File: src/bhr_pkg.sv
// ----------------------------------------------------------------------------
// bhr_pkg
// Shared widths, constants and types for the breathing HSV-to-RGB pipeline.
// ----------------------------------------------------------------------------
package bhr_pkg;

  localparam int ChanW     = 8;   // hue, saturation and color channels
  localparam int TimeW     = 16;  // millisecond time input
  localparam int PhaseLsb  = 4;   // phase = time_ms[PhaseLsb +: ChanW]
  localparam int NumStages = 4;   // register stages from input to output word

  localparam logic [ChanW-1:0] LevelBase = 8'd80;  // brightness floor

  // Sixth of the color wheel that a hue falls into
  typedef enum logic [2:0] {
    RgnRedYellow     = 3'd0,
    RgnYellowGreen   = 3'd1,
    RgnGreenCyan     = 3'd2,
    RgnCyanBlue      = 3'd3,
    RgnBlueMagenta   = 3'd4,
    RgnMagentaRed    = 3'd5
  } hue_region_e;

  // Per-stage load enables from the pipeline control
  typedef struct packed {
    logic s1;
    logic s2;
    logic s3;
    logic s4;
  } stage_load_t;

endpackage

File: src/bhr_intf.sv
// ----------------------------------------------------------------------------
// bhr_hsv_if / bhr_rgb_if
// Valid/ready channels: HSV-plus-time words in, RGB words out.
// ----------------------------------------------------------------------------
interface bhr_hsv_if;
  import bhr_pkg::*;

  logic                 valid;
  logic                 ready;
  logic [ChanW-1:0]     hue;
  logic [ChanW-1:0]     saturation;
  logic [TimeW-1:0]     time_ms;

  modport source (output valid, hue, saturation, time_ms, input ready);
  modport sink   (input valid, hue, saturation, time_ms, output ready);
endinterface

interface bhr_rgb_if;
  import bhr_pkg::*;

  logic                 valid;
  logic                 ready;
  logic [ChanW-1:0]     red;
  logic [ChanW-1:0]     green;
  logic [ChanW-1:0]     blue;

  modport source (output valid, red, green, blue, input ready);
  modport sink   (input valid, red, green, blue, output ready);
endinterface

File: src/breathing_hsv_to_rgb.sv
// ----------------------------------------------------------------------------
// breathing_hsv_to_rgb
// Breathing color generator: hue, saturation and time in, one RGB word out.
// ----------------------------------------------------------------------------
// Each input word (hue, saturation, 16-bit millisecond time) yields exactly
// one RGB word. Brightness follows a smooth cubic ease between 80 and 208,
// set by bits 11..4 of time_ms, so the breathing cycle repeats every 4096 ms;
// zero saturation gives gray at that brightness. The block keeps no state
// between words. It is a four-stage pipeline: one word can be accepted every
// clock while rgb_o.ready is high; each word passes through stages 1 to 4,
// and rgb_o.valid rises once stage 4 holds its result.
// The depth is set by the chain of 8x8 multiplies
// (square, cube, then the p/q/t scaling), each followed by a register. When
// the output is stalled, empty stages still fill, so up to four words can be
// in flight; hsv_i.ready drops only when every stage holds a word.
// Whenever rgb_o.ready is high, hsv_i.ready is high in the same cycle.
// ----------------------------------------------------------------------------
module breathing_hsv_to_rgb (
  input  logic        clk_i,
  input  logic        rst_ni,
  bhr_hsv_if.sink     hsv_i,
  bhr_rgb_if.source   rgb_o
);
  import bhr_pkg::*;

  stage_load_t        load;
  logic [ChanW-1:0]   level;      // brightness, aligned with stage 3

  // Valid bits and load enables
  bhr_pipe_ctrl u_ctrl (
    .clk_i       (clk_i),
    .rst_ni      (rst_ni),
    .in_valid_i  (hsv_i.valid),
    .in_ready_o  (hsv_i.ready),
    .out_valid_o (rgb_o.valid),
    .out_ready_i (rgb_o.ready),
    .load_o      (load)
  );

  // Stages 1-3: phase fold, square, cube, ease
  bhr_level u_level (
    .clk_i     (clk_i),
    .load_i    (load),
    .time_ms_i (hsv_i.time_ms),
    .level_o   (level)
  );

  // Stages 1-4: hue region and products, final scaling and channel select
  bhr_chroma u_chroma (
    .clk_i   (clk_i),
    .load_i  (load),
    .hue_i   (hsv_i.hue),
    .sat_i   (hsv_i.saturation),
    .level_i (level),
    .red_o   (rgb_o.red),
    .green_o (rgb_o.green),
    .blue_o  (rgb_o.blue)
  );

endmodule

File: src/bhr_pipe_ctrl.sv
// ----------------------------------------------------------------------------
// bhr_pipe_ctrl
// Valid bits and bubble-collapsing load enables for the datapath stages.
// ----------------------------------------------------------------------------
module bhr_pipe_ctrl (
  input  logic                 clk_i,
  input  logic                 rst_ni,
  input  logic                 in_valid_i,
  output logic                 in_ready_o,
  output logic                 out_valid_o,
  input  logic                 out_ready_i,
  output bhr_pkg::stage_load_t load_o
);
  import bhr_pkg::*;

  logic [NumStages-1:0] valid_q, valid_d, rdy;

  // A stage loads when it is empty or its successor loads too.
  always_comb begin
    rdy[NumStages-1] = ~valid_q[NumStages-1] | out_ready_i;
    for (int k = NumStages - 2; k >= 0; k--) begin
      rdy[k] = ~valid_q[k] | rdy[k+1];
    end
    valid_d[0] = rdy[0] ? in_valid_i : valid_q[0];
    for (int k = 1; k < NumStages; k++) begin
      valid_d[k] = rdy[k] ? valid_q[k-1] : valid_q[k];
    end
  end

  always_ff @(posedge clk_i or negedge rst_ni) begin
    if (!rst_ni) begin
      valid_q <= '0;
    end else begin
      valid_q <= valid_d;
    end
  end

  assign load_o.s1   = rdy[0];
  assign load_o.s2   = rdy[1];
  assign load_o.s3   = rdy[2];
  assign load_o.s4   = rdy[3];
  assign in_ready_o  = rdy[0];
  assign out_valid_o = valid_q[NumStages-1];

endmodule

File: src/bhr_level.sv
// ----------------------------------------------------------------------------
// bhr_level
// Breathing brightness: triangle phase, then cubic ease, over three stages.
// ----------------------------------------------------------------------------
module bhr_level (
  input  logic                        clk_i,
  input  bhr_pkg::stage_load_t        load_i,
  input  logic [bhr_pkg::TimeW-1:0]   time_ms_i,
  output logic [bhr_pkg::ChanW-1:0]   level_o
);
  import bhr_pkg::*;

  // stage 1: phase fold and square
  logic [ChanW-1:0]   phase, fold, x_d, sq_d;
  logic [2*ChanW-1:0] sq_full;
  logic [ChanW-1:0]   x1_q, sq1_q;

  // stage 2: cube
  logic [2*ChanW-1:0] cu_full;
  logic [ChanW-1:0]   cu_d, sq2_q, cu2_q;

  // stage 3: ease sum
  logic [ChanW+1:0]   ease;
  logic [ChanW-1:0]   level_d, level_q;

  always_comb begin
    phase   = time_ms_i[PhaseLsb +: ChanW];
    fold    = phase[ChanW-1] ? ~phase : phase;   // 255 - phase
    x_d     = {fold[ChanW-2:0], 1'b0};
    sq_full = x_d * x_d;
    sq_d    = sq_full[2*ChanW-1:ChanW];
  end

  always_ff @(posedge clk_i) begin
    if (load_i.s1) begin
      x1_q  <= x_d;
      sq1_q <= sq_d;
    end
  end

  always_comb begin
    cu_full = sq1_q * x1_q;
    cu_d    = cu_full[2*ChanW-1:ChanW];
  end

  always_ff @(posedge clk_i) begin
    if (load_i.s2) begin
      sq2_q <= sq1_q;
      cu2_q <= cu_d;
    end
  end

  // 3*sq - 2*cu never goes negative since cu <= sq; halved it stays <= 128
  always_comb begin
    ease    = {1'b0, sq2_q, 1'b0} + {2'b00, sq2_q} - {1'b0, cu2_q, 1'b0};
    level_d = ease[ChanW:1] + LevelBase;
  end

  always_ff @(posedge clk_i) begin
    if (load_i.s3) begin
      level_q <= level_d;
    end
  end

  assign level_o = level_q;

endmodule

File: src/bhr_chroma.sv
// ----------------------------------------------------------------------------
// bhr_chroma
// Hue region, p/q/t scaling and channel select; holds the output word.
// ----------------------------------------------------------------------------
module bhr_chroma (
  input  logic                        clk_i,
  input  bhr_pkg::stage_load_t        load_i,
  input  logic [bhr_pkg::ChanW-1:0]   hue_i,
  input  logic [bhr_pkg::ChanW-1:0]   sat_i,
  input  logic [bhr_pkg::ChanW-1:0]   level_i,   // aligned with stage 3
  output logic [bhr_pkg::ChanW-1:0]   red_o,
  output logic [bhr_pkg::ChanW-1:0]   green_o,
  output logic [bhr_pkg::ChanW-1:0]   blue_o
);
  import bhr_pkg::*;

  // stage 1
  logic [ChanW+2:0]   hue6;
  hue_region_e        rgn1_q;
  logic [ChanW-1:0]   frac1_q, sat1_q;

  // stage 2
  logic [ChanW-1:0]   frac_n;
  logic [2*ChanW-1:0] sf_full, sfn_full;
  hue_region_e        rgn2_q;
  logic [ChanW-1:0]   sat2_q, sf2_q, sfn2_q;

  // stage 3
  hue_region_e        rgn3_q;
  logic               gray3_q;
  logic [ChanW-1:0]   pi3_q, qi3_q, ti3_q;

  // stage 4
  logic [2*ChanW-1:0] p_full, q_full, t_full;
  logic [ChanW-1:0]   p, q, t;
  logic [ChanW-1:0]   red_d, green_d, blue_d, red_q, green_q, blue_q;

  assign hue6 = {1'b0, hue_i, 2'b00} + {2'b00, hue_i, 1'b0};

  always_ff @(posedge clk_i) begin
    if (load_i.s1) begin
      rgn1_q  <= hue_region_e'(hue6[ChanW+2:ChanW]);
      frac1_q <= hue6[ChanW-1:0];
      sat1_q  <= sat_i;
    end
  end

  always_comb begin
    frac_n   = ~frac1_q;              // 255 - frac, kept at 8 bits
    sf_full  = sat1_q * frac1_q;
    sfn_full = sat1_q * frac_n;
  end

  always_ff @(posedge clk_i) begin
    if (load_i.s2) begin
      rgn2_q <= rgn1_q;
      sat2_q <= sat1_q;
      sf2_q  <= sf_full[2*ChanW-1:ChanW];
      sfn2_q <= sfn_full[2*ChanW-1:ChanW];
    end
  end

  always_ff @(posedge clk_i) begin
    if (load_i.s3) begin
      rgn3_q  <= rgn2_q;
      gray3_q <= (sat2_q == '0);
      pi3_q   <= ~sat2_q;
      qi3_q   <= ~sf2_q;
      ti3_q   <= ~sfn2_q;
    end
  end

  always_comb begin
    p_full = level_i * pi3_q;
    q_full = level_i * qi3_q;
    t_full = level_i * ti3_q;
    p      = p_full[2*ChanW-1:ChanW];
    q      = q_full[2*ChanW-1:ChanW];
    t      = t_full[2*ChanW-1:ChanW];
    case (rgn3_q)
      RgnRedYellow:   begin red_d = level_i; green_d = t;       blue_d = p;       end
      RgnYellowGreen: begin red_d = q;       green_d = level_i; blue_d = p;       end
      RgnGreenCyan:   begin red_d = p;       green_d = level_i; blue_d = t;       end
      RgnCyanBlue:    begin red_d = p;       green_d = q;       blue_d = level_i; end
      RgnBlueMagenta: begin red_d = t;       green_d = p;       blue_d = level_i; end
      default:        begin red_d = level_i; green_d = p;       blue_d = q;       end
    endcase
    if (gray3_q) begin
      red_d   = level_i;
      green_d = level_i;
      blue_d  = level_i;
    end
  end

  always_ff @(posedge clk_i) begin
    if (load_i.s4) begin
      red_q   <= red_d;
      green_q <= green_d;
      blue_q  <= blue_d;
    end
  end

  assign red_o   = red_q;
  assign green_o = green_q;
  assign blue_o  = blue_q;

endmodule

File: src/flat_wrapper.sv
// flat-port wrapper written by rule: the top's interface ports become plain ports
module breathing_hsv_to_rgb_flat import bhr_pkg::*;
  (clk_i, rst_ni, hsv_i_valid, hsv_i_hue, hsv_i_saturation, hsv_i_time_ms, hsv_i_ready, rgb_o_valid, rgb_o_red, rgb_o_green, rgb_o_blue, rgb_o_ready);
  bhr_hsv_if hsv_i_i ();
  bhr_rgb_if rgb_o_i ();
  input  logic clk_i;
  input  logic rst_ni;
  input wire logic [$bits(hsv_i_i.valid)-1:0] hsv_i_valid;
  input wire logic [$bits(hsv_i_i.hue)-1:0] hsv_i_hue;
  input wire logic [$bits(hsv_i_i.saturation)-1:0] hsv_i_saturation;
  input wire logic [$bits(hsv_i_i.time_ms)-1:0] hsv_i_time_ms;
  output wire logic [$bits(hsv_i_i.ready)-1:0] hsv_i_ready;
  output wire logic [$bits(rgb_o_i.valid)-1:0] rgb_o_valid;
  output wire logic [$bits(rgb_o_i.red)-1:0] rgb_o_red;
  output wire logic [$bits(rgb_o_i.green)-1:0] rgb_o_green;
  output wire logic [$bits(rgb_o_i.blue)-1:0] rgb_o_blue;
  input wire logic [$bits(rgb_o_i.ready)-1:0] rgb_o_ready;
  assign hsv_i_i.valid = hsv_i_valid;
  assign hsv_i_i.hue = hsv_i_hue;
  assign hsv_i_i.saturation = hsv_i_saturation;
  assign hsv_i_i.time_ms = hsv_i_time_ms;
  assign hsv_i_ready = hsv_i_i.ready;
  assign rgb_o_valid = rgb_o_i.valid;
  assign rgb_o_red = rgb_o_i.red;
  assign rgb_o_green = rgb_o_i.green;
  assign rgb_o_blue = rgb_o_i.blue;
  assign rgb_o_i.ready = rgb_o_ready;
  breathing_hsv_to_rgb u_core (.clk_i(clk_i), .rst_ni(rst_ni), .hsv_i(hsv_i_i), .rgb_o(rgb_o_i));
endmodule
File: config.mk
export PLATFORM = sky130hd
export DESIGN_NAME = breathing_hsv_to_rgb_flat
export DESIGN_NICKNAME = d
export VERILOG_FILES = /design/src/bhr_pkg.sv /design/src/bhr_intf.sv /design/src/breathing_hsv_to_rgb.sv /design/src/bhr_pipe_ctrl.sv /design/src/bhr_level.sv /design/src/bhr_chroma.sv /design/src/flat_wrapper.sv
export SDC_FILE = /design/constraint.sdc
export NUM_CORES = 1
export LEC_CHECK = 0
export ABC_AREA = 1
export BUFFER_PORTS_ARGS = -buffer_cell sky130_fd_sc_hd__clkbuf_2
export CORE_ASPECT_RATIO = 1.2
export CORE_UTILIZATION = 56
export DETAILED_ROUTE_END_ITERATION = 8
export GPL_ROUTABILITY_DRIVEN = 0
export PLACE_DENSITY = 0.77
export SLEW_MARGIN = 20
export SYNTH_ARGS = -nofsm -noshare
export SYNTH_HDL_FRONTEND = slang
export SYNTH_SLANG_ARGS = --single-unit
File: constraint.sdc
create_clock -name clk_i -period 13.4 [get_ports clk_i]
set_input_delay 2.01 -clock clk_i [delete_from_list [all_inputs] [get_ports clk_i]]
set_output_delay 2.01 -clock clk_i [all_outputs]
set_load 0.05 [all_outputs]
==> parameters.txt <==
Parameter                              Value

Floorplan
  Die Area ... 35400 µm²
  Floorplan Core Area ... 34100 µm²
  Initial core utilization ... 57.0%
  # IOs ... between 60 and 70
  Die Span X ... 172 µm
  Height of the die ... 206 µm
  Num rows ... 74

Hold path
  Depth of the worst hold-timing path ... 0
  Path category of the worst min-delay check ... flop to flop

Route
  DRC Markers ... 0
  Met1 wire length ... 16200 µm
  Vias per Instance ... approximately 5.3
  Antenna-violating nets left ... 0
  Post-DR wirelength/cell ... 14.6 µm
  Starting DRC count in detailed routing ... between 1000 and 1500
  Number of detailed-routing iterations run before antenna repair ... 8
  Via count ... 15400
  Topmost layer with routed signal wires ... met4
  Overall routed net length ... 42400 µm
  Met2 wire length ... 22300 µm
  Routed met3 length ... 2080 µm

Clocking
  Root buf cell ... sky130_fd_sc_hd__clkbuf_16
  CTS resizes ... 0
  # clock sinks ... 140
  Clock buffer count from CTS ... 17
  TritonCTS clock tree ... built
  Deepest level of the CTS H-tree ... 4
  Clock latency at the later pin of the worst-skew pair ... 460 ps
  Total setup buffers inserted after CTS ... 0
  Clock transition time at the flip-flop clock pins of the worst setup and hold paths ... ~60 ps
  CTS Buffer Depth ... 2
  Number of hold buffers added after CTS ... 0

Final layout
  Utilization after layout ... 60.5%
  ANT cells ... 0
  Layout Area Growth over Synthesis ... 6.06%
  Fraction of final layout cells with drive strength greater than 1 ... 5.18%
  Final-stage net count ... around 2900

Worst setup path
  Critical path class ... input port to output port
  Cell with the biggest individual delay on the critical path ... sky130_fd_sc_hd__inv_1
  Type of element capturing the critical path ... output port
  Worst Path Buf+Inv ... 5
  Family with the most delay on the worst path ... buffers and inverters
  Slowest stage delay, CP ... just under 700 ps
  Most frequent cell on the critical path ... sky130_fd_sc_hd__nor2_1
  Arr. time, crit path ... 4580 ps
  Crit-path cells ... clkbuf_2 > nor2_1 > inv_1 > nor2_1 > inv_1 > buf_4 > nor2_1 > nand2_2 > clkbuf_2
  Kind of launch point of the worst setup path ... input port
  Cells on worst reg2reg path ... 20
  CP required ... 11390 ps
  Worst path depth ... 9
  CP max FO ... 38

Run status
  Status ... finished clean

Timing
  Minimum period implied by the final worst setup slack ... 6590 ps
  # setup viols final ... 0
  Slew at the pin closest to its max-slew limit ... 976 ps
  Number of endpoints with negative hold slack in the final report ... 0
  Remaining max-slew budget at the tightest pin ... 34.8%
  Worst hold margin ... 428 ps
  Setup repair after global routing missed its margin ... no
  Maximum achievable frequency ... 0.152 GHz
  TNS Setup ... 0 ps
  Fin crit share ... between 40 and 50%
  Final critical-path setup slack ... approximately 6800 ps
  Clock tree skew after final layout ... 12.9 ps
  Max-slew violation count ... 0

Global route
  Global-route congestion overflow total ... 0
  Largest net degree at the start of global routing ... 44
  Overall Global Routing Usage ... between 20% and 30%
  Global-route wire length before repair ... between 70000 and 80000 µm
  Number of global-route vias before repair ... 16200
  Initial antenna violation count ... 0

Synth
  Simple-Gate Fraction of Synth Area ... 19.4%
  Prevailing post-synth register cell ... sky130_fd_sc_hd__edfxtp_1
  Total standard cell area after synthesis ... 19400 µm²
  Fraction of registers with async set or reset after synthesis ... 2.86%
  Share of the synthesized area in compound gates (AO/OA/AOI/OAI) ... 4.45%
  Cell type with the largest total area after synthesis ... sky130_fd_sc_hd__fa_1
  Synth top area cells ... sky130_fd_sc_hd__fa_1 (23%), sky130_fd_sc_hd__edfxtp_1 (21%), sky130_fd_sc_hd__ha_1 (15%)
  Number of nets in the synthesized netlist ... 2921
  Multiplexer fraction of the synthesized cell area ... 0%
  Most common cell in the netlist ... sky130_fd_sc_hd__inv_1
  Register bit total from synthesis ... 140
  Fraction of post-synthesis cell area in the top cell type by area ... 22.7%
  Largest family of logic cells by synthesized area ... adder cells
  Synth Area in Adders ... between 30% and 40%
  Register area share after synthesis ... 21.5%
  Parity-gate share of the synthesized area counting xor and xnor cells ... 2.99%
  Synthesis Warnings ... 0
  Post-Synthesis Mean Instance Area ... 7.99 µm²
  Leading post-synthesis cells by instance count ... sky130_fd_sc_hd__inv_1 (623), sky130_fd_sc_hd__nand2_1 (597), sky130_fd_sc_hd__ha_1 (235)
  Synth unique cells ... 45
  Number of enable flip-flop cells after synthesis ... 136
  Cell count after synthesis ... 2430

Place
  HPWL reported at the end of detailed placement ... 33300 µm
  Number of port buffers ... 53
  Place WS ... around 6500 ps

Flow run
  Count of max-cap constraint violations ... 0
-- worst reg2reg max path: stages (launching register included) --
cell                       delay [ps]
sky130_fd_sc_hd__edfxtp_1         750
sky130_fd_sc_hd__inv_1            140
sky130_fd_sc_hd__nand2_1          110
sky130_fd_sc_hd__fa_1             480
sky130_fd_sc_hd__fa_1             570
sky130_fd_sc_hd__inv_1             50
sky130_fd_sc_hd__fa_1             480
sky130_fd_sc_hd__inv_1             50
sky130_fd_sc_hd__fa_1             480
sky130_fd_sc_hd__inv_1             50
sky130_fd_sc_hd__ha_1             280
sky130_fd_sc_hd__a21oi_1          230
sky130_fd_sc_hd__o21ai_0          130
sky130_fd_sc_hd__a21oi_1          330
sky130_fd_sc_hd__o21bai_1         170
sky130_fd_sc_hd__nand2_1           80
sky130_fd_sc_hd__nand2_1          100
sky130_fd_sc_hd__nand2_1          110
sky130_fd_sc_hd__nand2_1           50
sky130_fd_sc_hd__nand2_1           70
sky130_fd_sc_hd__nand2_1           50
-- state kept, by name (all words and copies together), names as in the netlist --
signal	flops
u_core.u_chroma.blue_o	8
u_core.u_level.level_o	8
u_core.u_level.cu2_q	8
u_core.u_chroma.rgn1_q	3
u_core.u_ctrl.valid_q	4
u_core.u_chroma.sf2_q	8
u_core.u_chroma.red_o	8
u_core.u_chroma.green_o	8
u_core.u_chroma.gray3_q	1
u_core.u_level.sq2_q	8
u_core.u_chroma.rgn2_q	3
u_core.u_chroma.qi3_q	8
u_core.u_chroma.sat1_q	8
u_core.u_chroma.ti3_q	8
u_core.u_chroma.sat2_q	8
u_core.u_chroma.rgn3_q	3
u_core.u_level.sq1_q	8
u_core.u_chroma.pi3_q	8
u_core.u_chroma.frac1_q	7
u_core.u_chroma.sfn2_q	8
u_core.u_level.x1_q	7
-- metrics by stage --
step | instances | area (µm²)
2_1_floorplan | 2430 | 19400
3_3_place_gp | 2875 | 20000
3_5_place_dp | 2875 | 20000
4_1_cts | 2907 | 20600
5_1_grt | 2907 | 20600
6_report | 2907 | 20600
-- cells in the final DEF, fill, tap and decap left out, types with 8 or more instances in the layout --
master and count:
sky130_fd_sc_hd__edfxtp_1 136, sky130_fd_sc_hd__nand3_1 117, sky130_fd_sc_hd__o21ai_0 34, sky130_fd_sc_hd__ha_1 235, sky130_fd_sc_hd__nor2_1 140, sky130_fd_sc_hd__o21bai_1 10, sky130_fd_sc_hd__clkbuf_16 17, sky130_fd_sc_hd__xnor2_1 23
sky130_fd_sc_hd__inv_1 623, sky130_fd_sc_hd__buf_4 10, sky130_fd_sc_hd__nand3b_1 11, sky130_fd_sc_hd__nor3_1 8, sky130_fd_sc_hd__fa_1 220, sky130_fd_sc_hd__nand4_1 15, sky130_fd_sc_hd__a21oi_1 88, sky130_fd_sc_hd__clkbuf_2 53
sky130_fd_sc_hd__xor2_1 37, sky130_fd_sc_hd__nand2_1 596
-- path summary, 6_finish.rpt --
path,from,end,slack [ps]
worst min-delay path,u_core.u_chroma.rgn1_q[2],u_core.u_chroma.rgn2_q[2],430
min in group asynchronous,rst_ni,u_core.u_ctrl.valid_q[1],1360
worst min register to register,u_core.u_chroma.rgn1_q[2],u_core.u_chroma.rgn2_q[2],430
worst max-delay path,rgb_o_ready,hsv_i_ready,6810
worst max register to register,u_core.u_chroma.frac1_q[3],u_core.u_chroma.sfn2_q[5],8390
max in group asynchronous,rst_ni,u_core.u_ctrl.valid_q[3],11920
-- metal layers --
| layer | vias up | global-route usage [%] |
|---|---|---|
| met5 | - | 0 |
| met4 | 0 | 13.9 |
| met3 | 140 | 3.73 |
| met2 | 489 | 48.2 |
| met1 | 7366 | 28.3 |
| li1 | 7356 | - |
-- final cells by class --
type	instances	area, µm²
clock buffer	17	425
clock inverter	15	158
fill	2921	13500
inverter	627	2350
multi-input combinational	1589	12600
sequential	140	4180
tap	456	571
timing repair buffer	63	340
-- kinds of logic after synthesis --
| logic type | after synthesis |
|---|---|
| adder cells (fa/ha/maj) | 455 |
| buffers and inverters | 701 |
| AND/OR/NAND/NOR | 917 |
| AO/OA/AOI/OAI | 155 |
| XOR/XNOR | 62 |
| flip-flops | 140 |
Power is left out: the tool's default activity adds up to more than one toggle a clock period on the data nets, which glitch-free logic cannot reach.
